$ cat src/rtl/scrf_pkg.sv
`default_nettype none
package scrf_pkg;

  // fixed field widths
  localparam int unsigned CHAN_W  = 6;
  localparam int unsigned ANGLE_W = 10;
  localparam int unsigned CFG_W   = 16;
  localparam int unsigned IDX_W   = 2;

  // register indexes
  localparam logic [IDX_W-1:0] CFG_MAX_DELAY   = 2'd0;
  localparam logic [IDX_W-1:0] CFG_PULSE_WIDTH = 2'd1;

  // register reset values
  localparam logic [CFG_W-1:0] MAX_DELAY_RST   = 16'd2000;
  localparam logic [CFG_W-1:0] PULSE_WIDTH_RST = 16'd500;

  typedef struct packed {
    logic [CHAN_W-1:0]  zero_cross_inputs;
    logic [ANGLE_W-1:0] angle_sample;
  } in_item_t;

  typedef struct packed {
    logic [CHAN_W-1:0] gate_drive;
    logic [CHAN_W-1:0] armed_mask;
  } out_item_t;

  // tick levels with their scaled firing delay
  typedef struct packed {
    logic [CHAN_W-1:0] levels;
    logic [CFG_W-1:0]  delay;
  } tick_t;

  // per-channel flags after a tick
  typedef struct packed {
    logic gate;
    logic armed;
  } chan_state_t;

endpackage
`default_nettype wire

$ cat src/rtl/scrf_delay_scale.sv
`default_nettype none
module scrf_delay_scale #(
  parameter int unsigned ANGLE_FULL_SCALE = 1023
) (
  input  wire logic                              clk,
  input  wire logic                              rst_n,
  input  wire logic                              adv,
  input  wire logic                              in_vld,
  input  wire logic [scrf_pkg::CHAN_W-1:0]       in_levels,
  input  wire logic [scrf_pkg::ANGLE_W-1:0]      in_angle,
  input  wire logic [scrf_pkg::CFG_W-1:0]        max_delay,
  output logic                                   out_vld,
  output scrf_pkg::tick_t                        out_tick
);
  import scrf_pkg::*;

  localparam int unsigned PW = ANGLE_W + CFG_W;
  // largest sample the angle field can carry
  localparam int unsigned ANGLE_MAX = (1 << ANGLE_W) - 1;
  // saturation point, clamped to what the field can hold
  localparam logic [ANGLE_W-1:0] FULL =
    ANGLE_W'((ANGLE_FULL_SCALE < ANGLE_MAX) ? ANGLE_FULL_SCALE : ANGLE_MAX);
  // floor(2^PW / full scale): estimate is exact or one low
  localparam logic [PW:0] RECIP = (PW+1)'((64'(1) << PW) / ANGLE_FULL_SCALE);

  logic                    b_vld_r, c_vld_r, d_vld_r;
  logic [CHAN_W-1:0]       b_lv_r, c_lv_r, d_lv_r;
  logic [PW-1:0]           b_prod_r, c_prod_r;
  logic [CFG_W-1:0]        c_qest_r, d_delay_r;
  logic [ANGLE_W-1:0]      angle_sat;
  logic [2*PW:0]           recip_prod;
  logic [PW-1:0]           rem;
  logic [CFG_W-1:0]        delay_nxt;

  // saturate the angle to full scale
  assign angle_sat = (in_angle > FULL) ? FULL : in_angle;

  // quotient estimate by reciprocal
  assign recip_prod = (2*PW+1)'(b_prod_r) * (2*PW+1)'(RECIP);

  // one correction step
  assign rem = c_prod_r - PW'(PW'(c_qest_r) * PW'(ANGLE_FULL_SCALE));
  assign delay_nxt = (rem >= PW'(ANGLE_FULL_SCALE)) ? c_qest_r + 1'b1 : c_qest_r;

  // valid pipe
  always_ff @(posedge clk) begin
    if (!rst_n) begin
      b_vld_r <= 1'b0;
      c_vld_r <= 1'b0;
      d_vld_r <= 1'b0;
    end else if (adv) begin
      b_vld_r <= in_vld;
      c_vld_r <= b_vld_r;
      d_vld_r <= c_vld_r;
    end
  end

  // data pipe
  always_ff @(posedge clk) begin
    if (adv) begin
      b_lv_r    <= in_levels;
      b_prod_r  <= PW'(angle_sat) * PW'(max_delay);
      c_lv_r    <= b_lv_r;
      c_prod_r  <= b_prod_r;
      c_qest_r  <= recip_prod[PW +: CFG_W];
      d_lv_r    <= c_lv_r;
      d_delay_r <= delay_nxt;
    end
  end

  assign out_vld         = d_vld_r;
  assign out_tick.levels = d_lv_r;
  assign out_tick.delay  = d_delay_r;

endmodule
`default_nettype wire

$ cat src/rtl/scrf_channel.sv
`default_nettype none
module scrf_channel #(
  parameter int unsigned TIMER_BITS = 16
) (
  input  wire logic                          clk,
  input  wire logic                          rst_n,
  input  wire logic                          step,
  input  wire logic [TIMER_BITS-1:0]         now,
  input  wire logic                          rise,
  input  wire logic [scrf_pkg::CFG_W-1:0]    delay,
  input  wire logic [scrf_pkg::CFG_W-1:0]    pulse_width,
  output scrf_pkg::chan_state_t              state_nxt
);
  import scrf_pkg::*;

  localparam int unsigned CW = (TIMER_BITS > CFG_W) ? TIMER_BITS : CFG_W;

  logic                  armed_r, pulse_on_r;
  logic [TIMER_BITS-1:0] arm_time_r, pulse_time_r;
  logic [TIMER_BITS-1:0] pulse_age, arm_age, arm_t_mid;
  logic                  pulse_mid, arm_set, armed_mid, fire, pulse_start;
  logic                  armed_nxt, pulse_nxt;

  // end a pulse that has run its width
  assign pulse_age = now - pulse_time_r;
  assign pulse_mid = pulse_on_r && (CW'(pulse_age) < CW'(pulse_width));

  // arm on a rising edge, ignored while already armed
  assign arm_set   = rise && !armed_r;
  assign armed_mid = armed_r || rise;
  assign arm_t_mid = arm_set ? now : arm_time_r;

  // fire once the delay is reached; lost if a pulse is still running
  assign arm_age     = now - arm_t_mid;
  assign fire        = armed_mid && (CW'(arm_age) >= CW'(delay));
  assign pulse_start = fire && !pulse_mid;
  assign armed_nxt   = armed_mid && !fire;
  assign pulse_nxt   = pulse_mid || pulse_start;

  always_ff @(posedge clk) begin
    if (!rst_n) begin
      armed_r    <= 1'b0;
      pulse_on_r <= 1'b0;
    end else if (step) begin
      armed_r    <= armed_nxt;
      pulse_on_r <= pulse_nxt;
    end
  end

  // time stamps are only read while their flag is set
  always_ff @(posedge clk) begin
    if (step) begin
      arm_time_r <= arm_t_mid;
      if (pulse_start) begin
        pulse_time_r <= now;
      end
    end
  end

  assign state_nxt.gate  = pulse_nxt;
  assign state_nxt.armed = armed_nxt;

endmodule
`default_nettype wire

$ cat src/rtl/six_channel_thyristor_firing_unit.sv
`default_nettype none
// Phase-angle firing unit for six thyristor gates.
// Input channel (in_valid/in_ready/in_data): one item per timer tick with the
// sampled zero-crossing levels and a firing-angle sample. The angle is scaled
// to a delay of angle * max_delay / full scale ticks.
// Result channel (out_valid/out_ready/out_data): one item per tick with the
// gate pulse states and the armed channels after that tick.
// Config port (cfg_we/cfg_index/cfg_wdata): index 0 is the maximum delay,
// index 1 the gate pulse width; other indexes are ignored. Write only while
// no item is in flight.
// Throughput is one item per cycle while the receiver does not stall. A result
// passes the input register, multiply, reciprocal multiply, correction
// of the constant division, then the channel update into the result register.
// When the receiver stalls the whole pipeline holds and in_ready drops once
// the result register is full; nothing is lost.
// Reset clears the tick counter, the previous levels, all armed and pulse
// flags and the pipeline valids, and loads the register defaults.
module six_channel_thyristor_firing_unit #(
  parameter int unsigned CHANNELS         = 6,
  parameter int unsigned TIMER_BITS       = 16,
  parameter int unsigned ANGLE_FULL_SCALE = 1023
) (
  input  wire logic                          clk,
  input  wire logic                          rst_n,
  input  wire logic                          in_valid,
  output logic                               in_ready,
  input  wire scrf_pkg::in_item_t            in_data,
  output logic                               out_valid,
  input  wire logic                          out_ready,
  output scrf_pkg::out_item_t                out_data,
  input  wire logic                          cfg_we,
  input  wire logic [scrf_pkg::IDX_W-1:0]    cfg_index,
  input  wire logic [scrf_pkg::CFG_W-1:0]    cfg_wdata
);
  import scrf_pkg::*;

  // channels at or beyond CHANNELS never see an edge
  localparam int unsigned LIVE = (CHANNELS < CHAN_W) ? CHANNELS : CHAN_W;
  localparam logic [CHAN_W-1:0] LIVE_MASK = CHAN_W'((1 << LIVE) - 1);

  logic                  adv, step;
  logic                  a_vld_r, out_valid_r;
  in_item_t              a_item_r;
  out_item_t             out_data_r;
  logic [CFG_W-1:0]      max_delay_r, pulse_width_r;
  logic [TIMER_BITS-1:0] tick_r;
  logic [CHAN_W-1:0]     prev_r, levels, rise, gates, arms;
  logic                  d_vld;
  tick_t                 d_tick;

  assign adv      = !out_valid_r || out_ready;
  assign in_ready = adv;
  assign step     = adv && d_vld;

  // configuration registers
  always_ff @(posedge clk) begin
    if (!rst_n) begin
      max_delay_r   <= MAX_DELAY_RST;
      pulse_width_r <= PULSE_WIDTH_RST;
    end else if (cfg_we) begin
      unique case (cfg_index)
        CFG_MAX_DELAY:   max_delay_r   <= cfg_wdata;
        CFG_PULSE_WIDTH: pulse_width_r <= cfg_wdata;
        default: ;
      endcase
    end
  end

  // input register
  always_ff @(posedge clk) begin
    if (!rst_n) begin
      a_vld_r <= 1'b0;
    end else if (adv) begin
      a_vld_r <= in_valid;
    end
  end

  always_ff @(posedge clk) begin
    if (adv) begin
      a_item_r <= in_data;
    end
  end

  // angle to delay scaling
  scrf_delay_scale #(
    .ANGLE_FULL_SCALE(ANGLE_FULL_SCALE)
  ) u_scale (
    .clk       (clk),
    .rst_n     (rst_n),
    .adv       (adv),
    .in_vld    (a_vld_r),
    .in_levels (a_item_r.zero_cross_inputs),
    .in_angle  (a_item_r.angle_sample),
    .max_delay (max_delay_r),
    .out_vld   (d_vld),
    .out_tick  (d_tick)
  );

  // edge detect against the previous tick
  assign levels = d_tick.levels & LIVE_MASK;
  assign rise   = levels & ~prev_r;

  // per-channel arming and gate pulses
  for (genvar g = 0; g < CHAN_W; g++) begin : g_chan
    if (g < LIVE) begin : g_live
      chan_state_t st;
      scrf_channel #(
        .TIMER_BITS(TIMER_BITS)
      ) u_chan (
        .clk         (clk),
        .rst_n       (rst_n),
        .step        (step),
        .now         (tick_r),
        .rise        (rise[g]),
        .delay       (d_tick.delay),
        .pulse_width (pulse_width_r),
        .state_nxt   (st)
      );
      assign gates[g] = st.gate;
      assign arms[g]  = st.armed;
    end else begin : g_idle
      assign gates[g] = 1'b0;
      assign arms[g]  = 1'b0;
    end
  end

  // tick counter, previous levels and result valid
  always_ff @(posedge clk) begin
    if (!rst_n) begin
      tick_r      <= '0;
      prev_r      <= '0;
      out_valid_r <= 1'b0;
    end else if (adv) begin
      out_valid_r <= d_vld;
      if (d_vld) begin
        tick_r <= tick_r + 1'b1;
        prev_r <= levels;
      end
    end
  end

  // result register
  always_ff @(posedge clk) begin
    if (step) begin
      out_data_r.gate_drive <= gates;
      out_data_r.armed_mask <= arms;
    end
  end

  assign out_valid = out_valid_r;
  assign out_data  = out_data_r;

  // checks
  a_reset_empty: assert property (@(posedge clk) !rst_n |=> !out_valid)
    else $error("result valid right after reset");

  a_tick_adv: assert property (@(posedge clk) disable iff (!rst_n)
    step |=> tick_r == $past(tick_r) + 1'b1)
    else $error("tick counter did not advance with a tick");

  a_tick_hold: assert property (@(posedge clk) disable iff (!rst_n)
    !step |=> $stable(tick_r))
    else $error("tick counter moved without a tick");

  a_delay_bound: assert property (@(posedge clk) disable iff (!rst_n)
    d_vld |-> d_tick.delay <= max_delay_r)
    else $error("scaled delay above maximum delay");

endmodule
`default_nettype wire
$ cat config.mk
export PLATFORM = sky130hd
export DESIGN_NAME = six_channel_thyristor_firing_unit
export DESIGN_NICKNAME = d
export VERILOG_FILES = /design/src/rtl/scrf_pkg.sv /design/src/rtl/scrf_delay_scale.sv /design/src/rtl/scrf_channel.sv /design/src/rtl/six_channel_thyristor_firing_unit.sv
export SDC_FILE = /design/constraint.sdc
export NUM_CORES = 2
export LEC_CHECK = 0
export BUFFER_PORTS_ARGS = -buffer_cell sky130_fd_sc_hd__buf_2
export CORE_MARGIN = 2
export CORE_UTILIZATION = 60
export CTS_CLUSTER_DIAMETER = 50
export DETAILED_ROUTE_END_ITERATION = 8
export PLACE_DENSITY_LB_ADDON = 0.08
export SETUP_SLACK_MARGIN = 0.05
export SYNTH_ARGS = -nofsm -noshare
export SYNTH_HDL_FRONTEND = slang
export SYNTH_SLANG_ARGS = --single-unit
$ cat constraint.sdc
create_clock -name clk -period 10.3 [get_ports clk]
set_clock_uncertainty 0.1 [all_clocks]
set_input_delay 1.03 -clock clk [delete_from_list [all_inputs] [get_ports clk]]
set_output_delay 1.03 -clock clk [all_outputs]
set_load 0.01 [all_outputs]
[Word level (Yosys, flattened, before mapping)]
Index checks and enable logic that the tools add are counted.
Word-level totals
  register bits after elaboration: 393
  bits of input ports: 39
  output and inout port bits: 14
Cells by class
  add/subtract/negate cells: 15
  $mul: 3
  order comparisons: 14
  equality and inequality tests: 1
  muxes and demuxes: 8
  bitwise operators: 2
  reductions and logical operators: 73
Operators by type and width (count)
  subtractor 16 bit: 12
  two-way mux 16 bit: 7
  >= comparator 16 bit: 6
  less-than comparator 16 bit: 6
  multiplier 26 x 11 -> 36 bit (second input constant): 1
  adder 16 x 1 -> 16 bit (second input constant): 2
  logical AND 1 bit: 31
  >= comparator 26 x 10 -> 1 bit (second input constant): 1
  multiplier 10 x 16 -> 26 bit: 1
  multiplier 16 x 10 -> 26 bit (second input constant): 1
  subtractor 26 bit: 1
  zero test 1 bit: 19
  AND reduction 2 bit: 9
  logical OR 1 bit: 13
  > comparator 10 bit (second input constant): 1
  two-way mux 10 bit: 1
  bitwise AND 6 bit: 1
  NOT 6 bit: 1
  equality test 2 x 1 -> 1 bit (second input constant): 1
  zero test 2 bit: 1

[Logic depth before layout (Yosys ltp)]
  depth after elaboration: 9
  mapped depth: 28

[Hierarchy]
From an unflattened synthesis, not the netlist that was laid out.
Unflattened totals
  cells, all modules: 4208
  area total of the unflattened synthesis: 39172.6 um^2
By module, submodules not included
  scrf_delay_scale: times used 1, cells an instance 1404, area an instance 14476.4 um^2, seq. area each 3123.0 um^2
  scrf_channel (g_chan[0].g_live.u_chan ...): times used 4, cells an instance 417, area an instance 3609.7 um^2, seq. area each 1001.0 um^2
  scrf_channel (g_chan[4].g_live.u_chan ...): times used 2, cells an instance 420, area an instance 3624.7 um^2, seq. area each 1001.0 um^2
  six_channel_thyristor_firing_unit: times used 1, cells an instance 296, area an instance 3007.9 um^2, seq. area each 1961.9 um^2

[Least setup slack after synthesis]
OpenSTA, ideal clock, no wires.
  path type: input to register
  from: input port out_ready
  to: register g_chan[4].g_live.u_chan.pulse_time_r[0], enable pin
  library setup time: 0.389 ns
  data arrival time: 8.499 ns
  data required time: 9.811 ns
  setup slack: 1.312 ns
  cell stages on the path: 7
  buffers on the path: 1
  path through: nor2b_1 > inv_1 > nand2_1 > inv_1 > clkbuf_1 > nand2_1 > nor2_1
On the way
  longest elaborated chain between the ends: 3
RTL lines
  start, declared: line six_channel_thyristor_firing_unit.sv:29  | input wire logic out_ready,
  logical OR 1 bit: line six_channel_thyristor_firing_unit.sv:51  | assign adv = !out_valid_r || out_ready;
  net in_ready: line six_channel_thyristor_firing_unit.sv:26  | output logic in_ready,
  logical AND 1 bit: line six_channel_thyristor_firing_unit.sv:53  | assign step = adv && d_vld;
  net g_chan[0].g_live.u_chan.step: line scrf_channel.sv:7  | input wire logic step,
  AND reduction 2 bit (no line)
  end signal, assigned: line scrf_channel.sv:55  | pulse_time_r <= now;
  end, declared: line scrf_channel.sv:19  | logic [TIMER_BITS-1:0] arm_time_r, pulse_time_r;
The timed path passes the listed nets, and every way through them passes these cells.
A chain may end at the register's enable or synchronous reset.

[Final worst setup path]
  from: register u_scale.c_qest_r[7]
  to: register u_scale.d_delay_r[1], data pin
On the way
  longest elaborated chain between the ends: 4
RTL lines
  start, declared: line scrf_delay_scale.sv:29  | logic [CFG_W-1:0] c_qest_r, d_delay_r;
  start signal, assigned: line scrf_delay_scale.sv:65  | c_qest_r <= recip_prod[PW +: CFG_W];
  multiplier 16 x 10 -> 26 bit: line scrf_delay_scale.sv:42  | assign rem = c_prod_r - PW'(PW'(c_qest_r) * PW'(ANGLE_FULL_SCALE));
  subtractor 26 bit: line scrf_delay_scale.sv:42
  >= comparator 26 x 10 -> 1 bit: line scrf_delay_scale.sv:43  | assign delay_nxt = (rem >= PW'(ANGLE_FULL_SCALE)) ? c_qest_r + 1'b1 : c_qest_r;
  two-way mux 16 bit: line scrf_delay_scale.sv:43
  net u_scale.delay_nxt[1]: line scrf_delay_scale.sv:33  | logic [CFG_W-1:0] delay_nxt;
  end signal, assigned: line scrf_delay_scale.sv:67  | d_delay_r <= delay_nxt;
  end, declared: line scrf_delay_scale.sv:29
The timed path passes the listed nets, and every way through them passes these cells.

==> impl_metrics.py <==
metrics = {
    "run_status": {
        "status": "finished, final reports clean",
    },
    "place": {
        "port_buffers": 52,
        "dp_hpwl_um": 66500,
        "gp_congestion": 0.919,
    },
    "layout": {
        "final_common_cell": "inv_1",
        "multi_input_area_sq_um": 23100,
        "nNetsFinal": 4520,
        "area_delta_synth_final_pct": 8.54,
        "layout_common_cells": "inv_1, ha_1, edfxtp_1",
        "diodes": 0,
        "regArea_sq_um": 11100,
        "drive_gt1_frac": 0.0624,
        "n_fill_cell": 4635,
    },
    "yosys": {
        "synth_edf_count": 322,
        "seq_area_frac_synth": 0.304,
        "yosysWarnings": 0,
        "synth_area_sq_um": 36500,
        "synth_adder_area_share": 0.314,
        "synth.distinct_cells": 78,
        "synth_seq_cells": 393,
        "synth_top_family_by_area": "adder cells",
        "synthTopCellsByArea": "edfxtp_1, ha_1, fa_1",
        "muxShareOfSynthArea": 0.0290,
        "synth-simple-area-share": 0.117,
        "synth_compound_area_frac": 0.114,
        "async_flop_share": 0,
        "synth-xor-area-share": 0.0566,
        "yosys.area.top_type": "edfxtp_1",
        "syn_inst": 3638,
        "synth_nets": 4454,
        "synth.top_cell.area_share": 0.265,
        "syn_avg_cell_area_sq_um": 10.0,
        "synth-main-ff-cell": "edfxtp_1",
    },
    "timing": {
        "final.setup.tns_ns": 0,
        "finalSetupViolations": 0,
        "slew_headroom": 0.323,
        "fmax_ghz": 0.136,
        "hold_violations": 0,
        "rsz0062_at_grt": "false",
        "min_period_ns": 7.36,
        "worst_slew_pin_slew_ns": 1.01,
        "min_period_over_period": 0.715,
        "maxSlewViolCount": 0,
    },
    "worst_setup_path": {
        "crit_type": "reg2reg",
        "cp-end-kind": "register",
        "critical_path.max_fanout": 19,
        "path_cells": "inv_1 -> fa_1 -> inv_1 -> fa_1 -> inv_1 -> fa_1 -> fa_1 -> inv_1 -> fa_1 -> inv_1 -> ha_1 -> a21oi_1 -> o21ai_0 -> a41oi_2 -> nor2_1 -> or4_1 -> nor4_2 -> nand4_1 -> or3_4 -> nor4_4 -> buf_4 -> mux2_2",
        "crit_slowest_cell": "fa_1",
        "critPathBufInv": 6,
        "start_kind": "register",
        "max_stage_delay_ns": 0.66,
        "cp_top_family": "adder cells",
        "crit_arrival_ns": 7.60,
        "cp.required_ns": 10.54,
    },
    "clock_network": {
        "cts_buffers": 53,
        "cts_root_buf": "clkbuf_16",
        "cts_resized": 0,
        "cts_tree": "yes",
        "clk_latency_ns": 0.62,
        "cts_htree_levels": 2,
        "cts_sinks": 393,
        "path_clk_slew_ns": 0.06,
        "hold_buffers": 0,
        "postCtsSetupBuffers": 0,
        "clk_path_buf_depth": 3,
    },
    "global_routing": {
        "grt_pass1_vias": 27612,
        "grt_antenna_before_repair": 0,
        "grt_usage": 0.274,
        "grt_max_degree": 72,
        "grt_pass1_wl_um": 139000,
        "globalRouteOverflowTotal": 0,
    },
    "floorplan": {
        "num_rows": 90,
        "die_w_um": 251,
        "core_area_sq_um": 60200,
        "ioPinCount": 53,
        "fp.dieArea_sq_um": 62800,
        "die_y_um": 251,
        "start_util": 0.606,
    },
    "drt": {
        "via_count": 26058,
        "ant_nets": 0,
        "wirelength_um": 83800,
        "routedWlPerCell_um": 18.5,
        "drt_iter0_markers": 1557,
        "viasPerCell": 5.75,
        "dr.pass1.iters": 5,
        "post-route-drc-count": 0,
    },
    "worst_hold_path": {
        "min_path_type": "reg2reg",
    },
    "flow_run": {
        "maxCapViolCount": 0,
    },
}
-- synth_stat cells (10+ instances only) --
library cell / number
nor2_1: 175
clkbuf_1: 72
nand3_1: 57
a41oi_1: 13
a21boi_0: 58
o211ai_1: 17
a2111oi_0: 10
o31a_1: 14
a211oi_1: 15
nor2b_1: 53
nand2_1: 275
a21oi_1: 162
inv_1: 555
nand2b_1: 35
nor3_1: 45
a31oi_1: 16
o21ai_0: 114
o21a_1: 57
edfxtp_1: 322
and2_1: 107
and3_1: 14
a21o_1: 65
mux2_2: 15
o21bai_1: 24
mux2i_1: 89
or3_1: 13
fa_1: 232
xnor2_1: 172
nand4_1: 31
dfxtp_1: 71
or2_2: 13
ha_1: 545
xor2_1: 64
-- registers in the layout, indices dropped and copies added (netlist names), 6 cells and up --
signal,cells
out_data,12
a_item_r,16
g_chan.g_live.u_chan.pulse_time_r,96
max_delay_r,16
u_scale.b_lv_r,6
u_scale.d_lv_r,6
pulse_width_r,16
tick_r,16
u_scale.c_qest_r,16
u_scale.c_lv_r,6
g_chan.g_live.u_chan.pulse_on_r,6
g_chan.g_live.u_chan.armed_r,6
g_chan.g_live.u_chan.arm_time_r,96
u_scale.c_prod_r,26
u_scale.b_prod_r,26
prev_r,6
u_scale.d_delay_r,16
-- final cells by class --
class / instances / share of cell area
repair buffers: 88 / 0.0134
clock inverters: 32 / 0.00986
inverters: 555 / 0.0527
multi-input cells: 2613 / 0.582
flip-flops and latches: 393 / 0.280
clock buffers: 67 / 0.0369
well taps: 782 / 0.0247
-- kinds of logic after synthesis --
kind of cell / Yosys count
muxes: 104
xor gates and xnor gates: 236
and+or+nand+nor: 868
AOI/OAI and AO/OA: 628
adders and majority gates: 777
buffers and inverters: 632
DFF: 393
-- worst register-to-register path, cell delays in order, from the launching register on --
cell      delay, ns
edfxtp_1       0.52
inv_1          0.20
fa_1           0.66
inv_1          0.09
fa_1           0.48
inv_1          0.05
fa_1           0.50
fa_1           0.55
inv_1          0.06
fa_1           0.53
inv_1          0.04
ha_1           0.43
a21oi_1        0.24
o21ai_0        0.14
a41oi_2        0.19
nor2_1         0.05
or4_1          0.54
nor4_2         0.25
nand4_1        0.12
or3_4          0.40
nor4_4         0.24
buf_4          0.31
mux2_2         0.41
-- per-stage QoR --
stage | setup slack (ns) | hold WS, ns | cells | util | cell area [sq um]
2_1_floorplan | 1.31 | 0.300 | 3638 | - | 36500
3_3_place_gp | 3.12 | 0.303 | 4431 | 0.627 | 37800
3_5_place_dp | 2.97 | 0.305 | 4431 | 0.627 | 37800
4_1_cts | 2.94 | 0.303 | 4530 | 0.658 | 39600
5_1_grt | 2.55 | 0.320 | 4530 | 0.658 | 39600
6_report | 2.94 | 0.306 | 4530 | 0.658 | 39600
-- worst paths after layout --
path / from / end / slack (ns) / cells after the start
worst min register to register: a_item_r[15] / u_scale.b_lv_r[5] / 0.31 / 0
worst max register to register: u_scale.c_qest_r[7] / u_scale.d_delay_r[1] / 2.94 / 22
worst max-delay path: u_scale.c_qest_r[7] / u_scale.d_delay_r[1] / 2.94 / 22
worst min-delay path: a_item_r[15] / u_scale.b_lv_r[5] / 0.31 / 0
-- layer usage --
layer,track usage,wire (um),share of wire
met5,0,0,0
met1,0.365,37900,0.45
met4,0.0893,2500,0.030
met3,0.0320,3690,0.044
met2,0.467,39600,0.47
Power is left out: the tool's default activity adds up to more than one toggle a clock period on the data nets, which glitch-free logic cannot reach.
